### config.mk
export PLATFORM = sky130hd
export DESIGN_NAME = zero_crossing_time_interpolator
export DESIGN_NICKNAME = d
export VERILOG_FILES = /design/src/hdl/zct_pkg.sv /design/src/hdl/zct_sequencer.sv /design/src/hdl/zct_datapath.sv /design/src/hdl/zero_crossing_time_interpolator.sv
export SDC_FILE = /design/constraint.sdc
export NUM_CORES = 1
export LEC_CHECK = 0
export BUFFER_PORTS_ARGS = -buffer_cell sky130_fd_sc_hd__buf_2
export CORE_ASPECT_RATIO = 2
export CORE_MARGIN = 3
export CORE_UTILIZATION = 25
export DETAILED_ROUTE_END_ITERATION = 10
export PLACE_DENSITY_LB_ADDON = 0.1
export SYNTH_ARGS = -nofsm -noshare
export SYNTH_HDL_FRONTEND = slang
export SYNTH_SLANG_ARGS = --single-unit
### constraint.sdc
create_clock -name clk -period 5.7 [get_ports clk]
set_input_delay 0.57 -clock clk [delete_from_list [all_inputs] [get_ports clk]]
set_output_delay 0.57 -clock clk [all_outputs]
set_load 0.02 [all_outputs]
### src/hdl/zct_pkg.sv
`timescale 1ns / 1ps
`default_nettype none

package zct_pkg;

  // Field widths of one item.
  localparam int SAMPLE_W = 32;
  localparam int TIME_W = 48;
  localparam int CROSS_W = TIME_W + 1;
  localparam int IN_DATA_W = ((SAMPLE_W + TIME_W + 7) / 8) * 8;
  localparam int OUT_DATA_W = ((CROSS_W + 7) / 8) * 8;

  // Fraction resolution of the interpolation.
  localparam int FRACTION_BITS = 24;
  localparam int CNT_W = $clog2(FRACTION_BITS);
  localparam int ACC_W = FRACTION_BITS + TIME_W;

  // Direction register codes.
  localparam logic [1:0] DIR_EITHER = 2'd0;
  localparam logic [1:0] DIR_RISING = 2'd1;
  localparam logic [1:0] DIR_FALLING = 2'd2;

  // Program step addresses.
  localparam int STEP_W = 2;
  localparam logic [STEP_W-1:0] STEP_WAIT = 2'd0;
  localparam logic [STEP_W-1:0] STEP_SETUP = 2'd1;
  localparam logic [STEP_W-1:0] STEP_DIVIDE = 2'd2;
  localparam logic [STEP_W-1:0] STEP_EMIT = 2'd3;

  // Jump conditions of a control word.
  typedef enum logic [2:0] {
    JC_NEVER,
    JC_NO_INPUT,
    JC_NOT_QUAL,
    JC_MORE,
    JC_OUT_BUSY
  } jump_cond_t;

  // One control word of the program.
  typedef struct packed {
    logic in_ready;
    logic setup;
    logic div_step;
    logic emit;
    jump_cond_t cond;
    logic [STEP_W-1:0] target;
  } ctrl_t;

  // Status flags that the datapath returns to the sequencer.
  typedef struct packed {
    logic in_valid;
    logic qualifies;
    logic more;
    logic out_busy;
  } status_t;

endpackage

`default_nettype wire

### src/hdl/zct_sequencer.sv
`timescale 1ns / 1ps
`default_nettype none

module zct_sequencer (
  input  wire logic           clk,
  input  wire logic           rst,
  input  wire zct_pkg::status_t status,
  output zct_pkg::ctrl_t      ctrl
);
  import zct_pkg::*;

  logic [STEP_W-1:0] pc;
  logic [STEP_W-1:0] pc_next;
  logic              take_jump;

  // Program table: one control word per step.
  always_comb begin
    ctrl = '0;
    case (pc)
      STEP_WAIT: begin
        ctrl.in_ready = 1'b1;
        ctrl.cond = JC_NO_INPUT;
        ctrl.target = STEP_WAIT;
      end
      STEP_SETUP: begin
        ctrl.setup = 1'b1;
        ctrl.cond = JC_NOT_QUAL;
        ctrl.target = STEP_EMIT;
      end
      STEP_DIVIDE: begin
        ctrl.div_step = 1'b1;
        ctrl.cond = JC_MORE;
        ctrl.target = STEP_DIVIDE;
      end
      STEP_EMIT: begin
        ctrl.emit = 1'b1;
        ctrl.cond = JC_OUT_BUSY;
        ctrl.target = STEP_EMIT;
      end
      default: begin
        ctrl.cond = JC_NEVER;
        ctrl.target = STEP_WAIT;
      end
    endcase
  end

  // Jump condition select.
  always_comb begin
    case (ctrl.cond)
      JC_NEVER:    take_jump = 1'b0;
      JC_NO_INPUT: take_jump = !status.in_valid;
      JC_NOT_QUAL: take_jump = !status.qualifies;
      JC_MORE:     take_jump = status.more;
      JC_OUT_BUSY: take_jump = status.out_busy;
      default:     take_jump = 1'b0;
    endcase
  end

  // Falling through the last step wraps to the wait step.
  assign pc_next = take_jump ? ctrl.target : pc + STEP_W'(1);

  always_ff @(posedge clk) begin
    if (rst) begin
      pc <= STEP_WAIT;
    end else begin
      pc <= pc_next;
    end
  end

endmodule

`default_nettype wire

### src/hdl/zct_datapath.sv
`timescale 1ns / 1ps
`default_nettype none

module zct_datapath (
  input  wire logic                               clk,
  input  wire logic                               rst,
  input  wire zct_pkg::ctrl_t                     ctrl,
  output zct_pkg::status_t                        status,
  input  wire logic                               cfg_wen,
  input  wire logic [1:0]                         cfg_wdata,
  input  wire logic                               in_valid,
  input  wire logic signed [zct_pkg::SAMPLE_W-1:0] in_value,
  input  wire logic [zct_pkg::TIME_W-1:0]         in_time,
  output logic                                    out_valid,
  input  wire logic                               out_ready,
  output logic                                    out_new,
  output logic signed [zct_pkg::CROSS_W-1:0]      out_time
);
  import zct_pkg::*;

  logic [1:0]                 direction;
  logic signed [SAMPLE_W-1:0] cur_value;
  logic [TIME_W-1:0]          cur_time;
  logic signed [SAMPLE_W-1:0] prev_value;
  logic [TIME_W-1:0]          prev_time;
  logic                       have_prev;
  logic signed [CROSS_W-1:0]  last_cross;
  logic                       qual;
  logic [SAMPLE_W-1:0]        rem;
  logic [SAMPLE_W-1:0]        den;
  logic [TIME_W-1:0]          dt;
  logic [ACC_W-1:0]           acc;
  logic [CNT_W-1:0]           cnt;

  logic                       rising;
  logic                       falling;
  logic                       qual_now;
  logic signed [SAMPLE_W:0]   diff;
  logic [SAMPLE_W-1:0]        num_now;
  logic [SAMPLE_W-1:0]        den_now;
  logic [TIME_W-1:0]          dt_now;
  logic [SAMPLE_W:0]          rem_shift;
  logic                       sub_ok;
  logic                       out_busy;
  logic [TIME_W-1:0]          cross_now;

  // Crossing detection against the stored sample.
  always_comb begin
    rising = (prev_value <= 0) && (cur_value > 0);
    falling = (prev_value >= 0) && (cur_value < 0);
    case (direction)
      DIR_EITHER:  qual_now = rising || falling;
      DIR_RISING:  qual_now = rising;
      DIR_FALLING: qual_now = falling;
      default:     qual_now = 1'b0;
    endcase
    qual_now = qual_now && have_prev;
  end

  // Divider operands and step length.
  always_comb begin
    diff = {cur_value[SAMPLE_W-1], cur_value} - {prev_value[SAMPLE_W-1], prev_value};
    den_now = diff[SAMPLE_W] ? SAMPLE_W'(-diff) : diff[SAMPLE_W-1:0];
    num_now = prev_value[SAMPLE_W-1] ? SAMPLE_W'(-prev_value) : SAMPLE_W'(prev_value);
    dt_now = (cur_time > prev_time) ? cur_time - prev_time : '0;
  end

  // One restoring division step; each quotient bit feeds the multiply at once.
  assign rem_shift = {rem, 1'b0};
  assign sub_ok = rem_shift >= {1'b0, den};
  assign cross_now = prev_time + acc[ACC_W-1:FRACTION_BITS];
  assign out_busy = out_valid && !out_ready;

  assign status.in_valid = in_valid;
  assign status.qualifies = qual_now;
  assign status.more = cnt != CNT_W'(FRACTION_BITS - 1);
  assign status.out_busy = out_busy;

  always_ff @(posedge clk) begin
    if (rst) begin
      direction <= DIR_EITHER;
      have_prev <= 1'b0;
      prev_value <= '0;
      prev_time <= '0;
      last_cross <= '1;
      out_valid <= 1'b0;
    end else begin
      if (cfg_wen) begin
        direction <= cfg_wdata;
      end
      // Take the incoming item.
      if (ctrl.in_ready && in_valid) begin
        cur_value <= in_value;
        cur_time <= in_time;
      end
      // Load the divider and clear the product.
      if (ctrl.setup) begin
        qual <= qual_now;
        rem <= num_now;
        den <= den_now;
        dt <= dt_now;
        acc <= '0;
        cnt <= '0;
      end
      // Quotient bit out, product accumulated most significant bit first.
      if (ctrl.div_step) begin
        rem <= sub_ok ? SAMPLE_W'(rem_shift - {1'b0, den}) : rem_shift[SAMPLE_W-1:0];
        acc <= {acc[ACC_W-2:0], 1'b0} + (sub_ok ? ACC_W'(dt) : '0);
        cnt <= cnt + CNT_W'(1);
      end
      // Release the result and retire the sample.
      if (ctrl.emit && !out_busy) begin
        out_valid <= 1'b1;
        out_new <= qual;
        if (qual) begin
          last_cross <= {1'b0, cross_now};
          out_time <= {1'b0, cross_now};
        end else begin
          out_time <= last_cross;
        end
        prev_value <= cur_value;
        prev_time <= cur_time;
        have_prev <= 1'b1;
      end else if (out_ready) begin
        out_valid <= 1'b0;
      end
    end
  end

endmodule

`default_nettype wire

### src/hdl/zero_crossing_time_interpolator.sv
// Steps: the wait step takes an item, the setup step loads the divider; with no qualifying
// crossing the emit step follows, else the divider loop first forms one quotient bit per cycle
// for FRACTION_BITS bits. The emit step holds while the output is stalled. The next item is taken
// after the emit step, while the previous result may still wait in the output register.
// Synchronous active-high reset: no previous sample, crossing time -1, direction 0.
`timescale 1ns / 1ps
`default_nettype none

module zero_crossing_time_interpolator (
  input  wire logic                              clk,
  input  wire logic                              rst,
  input  wire logic                              cfg_wen,
  input  wire logic [1:0]                        cfg_wdata,
  input  wire logic                              s_axis_tvalid,
  output logic                                   s_axis_tready,
  // sample_value [31:0], sample_time [79:32]
  input  wire logic [zct_pkg::IN_DATA_W-1:0]     s_axis_tdata,
  output logic                                   m_axis_tvalid,
  input  wire logic                              m_axis_tready,
  // cross_stamp [48:0], zero fill above
  output logic [zct_pkg::OUT_DATA_W-1:0]         m_axis_tdata,
  // new_crossing [0]
  output logic                                   m_axis_tuser
);
  import zct_pkg::*;

  ctrl_t                     ctrl;
  status_t                   status;
  logic signed [CROSS_W-1:0] out_time;

  zct_sequencer u_seq (
    .clk    (clk),
    .rst    (rst),
    .status (status),
    .ctrl   (ctrl)
  );

  zct_datapath u_dp (
    .clk       (clk),
    .rst       (rst),
    .ctrl      (ctrl),
    .status    (status),
    .cfg_wen   (cfg_wen),
    .cfg_wdata (cfg_wdata),
    .in_valid  (s_axis_tvalid),
    .in_value  (s_axis_tdata[SAMPLE_W-1:0]),
    .in_time   (s_axis_tdata[SAMPLE_W+TIME_W-1:SAMPLE_W]),
    .out_valid (m_axis_tvalid),
    .out_ready (m_axis_tready),
    .out_new   (m_axis_tuser),
    .out_time  (out_time)
  );

  assign s_axis_tready = ctrl.in_ready;
  assign m_axis_tdata = OUT_DATA_W'(unsigned'(out_time));

endmodule

`default_nettype wire
==> reports/metrics.yaml <==
postRouteAntennaNets: 0
min_from: "s_axis_tdata[22]"
area_growth_pct: 21.28
tightestPinTransition_ns: 1.171
drc: 0
placed_cells: 5002
h-tree-depth: 2
startpoint: "u_dp.rem[21]$_DFFE_PP_"
cp_slowest_cell: "edfxtp_1"
ys_seq_area_share_pct: 41.62
syn_area_um2: 29580
cts_tree: "built"
drive_gt1_share_pct: 17.54
initial_utilization_pct: 25.30
status: "finished clean"
hp-class: "in -> reg"
rrSetupSlack_ns: 0.20
dp_hpwl_um: 81670
synth_area_leader_cell: "edfxtp_1"
synth-async-reset-ratio_pct: 0
ys_types: 89
p_leak_nw: 14.04
ys.flop_type: "edfxtp_1"
total_power_mw: 16.31
core_um2: 116900
arrival_ns: 5.97
vias_per_cell: 4.778
io_pins: 146
path_class: "reg -> reg"
synth_top_area_share_pct: 32.48
first_iter_violations: 953
fmaxAchievable_mhz: 182.0
die_h_um: 492.5
n_fill_cell: 12510
ctsHoldBuffers: 0
synth_area_leaders: "edfxtp_1 32%, dfxtp_1 9.1%, ha_1 9.1%"
rr_startpoint: "u_dp.rem[21]$_DFFE_PP_"
clk_path_buf_depth: 3
seqCellArea_um2: 12310
critPathLaunchType: "register"
crit_required_ns: 6.17
grt_max_degree: 110
grt_usage_pct: 16.75
antenna_found_initial: 5
postSynthAreaPerCell_um2: 9.142
fin_worst_skew_ns: 0.03219
crit_fanout: 10
hold_violations: 0
fin_crit_ns: 5.496
dr.pass1.iters: 5
wl_per_cell_um: 20.72
grt_pass1_vias: 25570
rows: 177
cp_top_family: "compound AO/OA/AOI/OAI gates"
whs_ns: 0.1026
worstPathBufferInverterCount: 6
cts_sinks: 455
endpoint: "u_dp.acc[71]$_SDFFCE_PN0P_"
die-area_um2: 122700
multi_input_area_um2: 16580
reg2regPathDepth: 28
ys_ff_latch: 455
clockRootBuffer: "clkbuf_16"
yosys_warnings: 0
wirelength_um: 105900
r2r-end: "u_dp.acc[71]$_SDFFCE_PN0P_"
final_nets: 3857
powerDensity_nw_per_um2: 454.4
place_ws_ns: -1.282
slew_violations: 0
layout_commonest_cell: "nand2_1"
die_w_um: 249.2
grt_pass1_wl_um: 157500
clk_latency_ns: 0.64
max_cap_viol_count: 0
synth_edf_count: 320
final_cell_mix: "404 x nand2_1, 320 x edfxtp_1, 317 x a21oi_1"
min_period_over_period_pct: 96.42
grt_remaining_overflow: 0
cpPeakStageDelay_ns: 0.43
synthCells: 3236
clk_pin_slew_ns: 0.07
ir_drop_mv: 0.2320
rsz0062_at_grt: "yes"
end_kind: "register"
io_buffers: 138
fin_cells: 5113
finalSetupViolations: 0
setup_ws_ns: 0.2041
gp_congestion: 0.8356
dr_total_vias: 24430
numCtsBuffers: 50
slew_headroom_pct: 19.93
worst-path-stages: 28
==> worst min path at each step <==
stage,end,slack (ns),cells past startpoint
after floorplan,u_dp.last_cross[48]$_SDFFE_PP1P_,0.42,1
after global placement,u_dp.last_cross[48]$_SDFFE_PP1P_,0.43,1
after detailed placement,u_dp.last_cross[48]$_SDFFE_PP1P_,0.44,1
after CTS,u_dp.cur_value[21]$_DFFE_PP_,0.04,1
after global routing,u_dp.cur_value[21]$_DFFE_PP_,0.07,1
final,u_dp.cur_value[22]$_DFFE_PP_,0.10,1
==> registers in the layout, summed over array words and instances (netlist names), 2 cells and up <==
signal           cells
u_dp.acc            72
u_dp.cnt             5
u_dp.cur_time       48
u_dp.cur_value      32
u_dp.den            32
u_dp.direction       2
u_dp.dt             48
u_dp.last_cross     49
u_dp.out_time       49
u_dp.prev_time      48
u_dp.prev_value     32
u_dp.rem            32
u_seq.pc             2
==> stage by stage <==
step             TNS, ns  utilization (%)  cell area (um^2)
2_1_floorplan          0                -             29610
3_3_place_gp      -43.60            28.68             33540
3_5_place_dp      -40.75            28.68             33540
4_1_cts        -0.002831            30.47             35630
5_1_grt          -0.2969            30.68             35880
6_report               0            30.68             35880
==> synth_stat cells, types with 28 or more instances <==
cell	n
nor2b_1	35
ha_1	216
a31oi_1	46
nand3_1	65
nand3b_1	32
o21bai_1	28
nor2_1	253
clkbuf_1	111
inv_1	180
mux2_2	45
o21a_1	32
nand2_1	409
a21oi_1	329
nor3_1	43
edfxtp_1	320
xor2_1	80
dfxtp_1	135
xnor2_1	153
nand4_1	36
nand2b_1	34
o21ai_0	142
and3_1	28
and2_1	69
a21o_1	113
==> routing by layer <==
metal | vias to the layer above | share of wire [%] | GRT usage [%]
met5 | - | 0.025 | 0
met4 | 4 | 4.4 | 7.003
met3 | 153 | 2.0 | 1.583
met2 | 308 | 58 | 35.09
met1 | 11750 | 36 | 16.21
li1 | 12210 | - | -
==> final cells by class <==
cell class / count / share of cell area, %
Timing Repair Buffer: 388 / 7.675
Inverter: 181 / 1.894
Clock inverter: 19 / 0.4952
Sequential cell: 455 / 34.31
Tap cell: 1521 / 5.304
Clock buffer: 75 / 4.098
Multi-Input combinational cell: 2473 / 46.21
Antenna cell: 1 / 0.006974
==> what timing repair did <==
action                                  in CTS  in global routing
resized for setup                           71                 43
setup buffers                                5                 11
endpoints found under the setup margin      55                 29
pin swaps                                   21                 32
cloned                                       3                  1
==> power by group <==
part	internal [mW]	switching (mW)	total (mW)
Combinational	3.56	4.52	8.08
Sequential	4.37	0.451	4.82
Clock	1.92	1.49	3.41
Total	9.84	6.46	16.3
==> kinds of logic after synthesis <==
group           after synthesis  share of synthesized area, %
simple gates               1100                         17.64
compound gates              856                         18.13
flops                       455                         41.62
buf+inv                     315                         4.179
xor+xnor                    233                         6.898
fa+ha+maj                   221                         9.474
mux                          55                         2.051
other cells                   1                       0.01268
No activity file was read; power rests on OpenSTA's default activity.
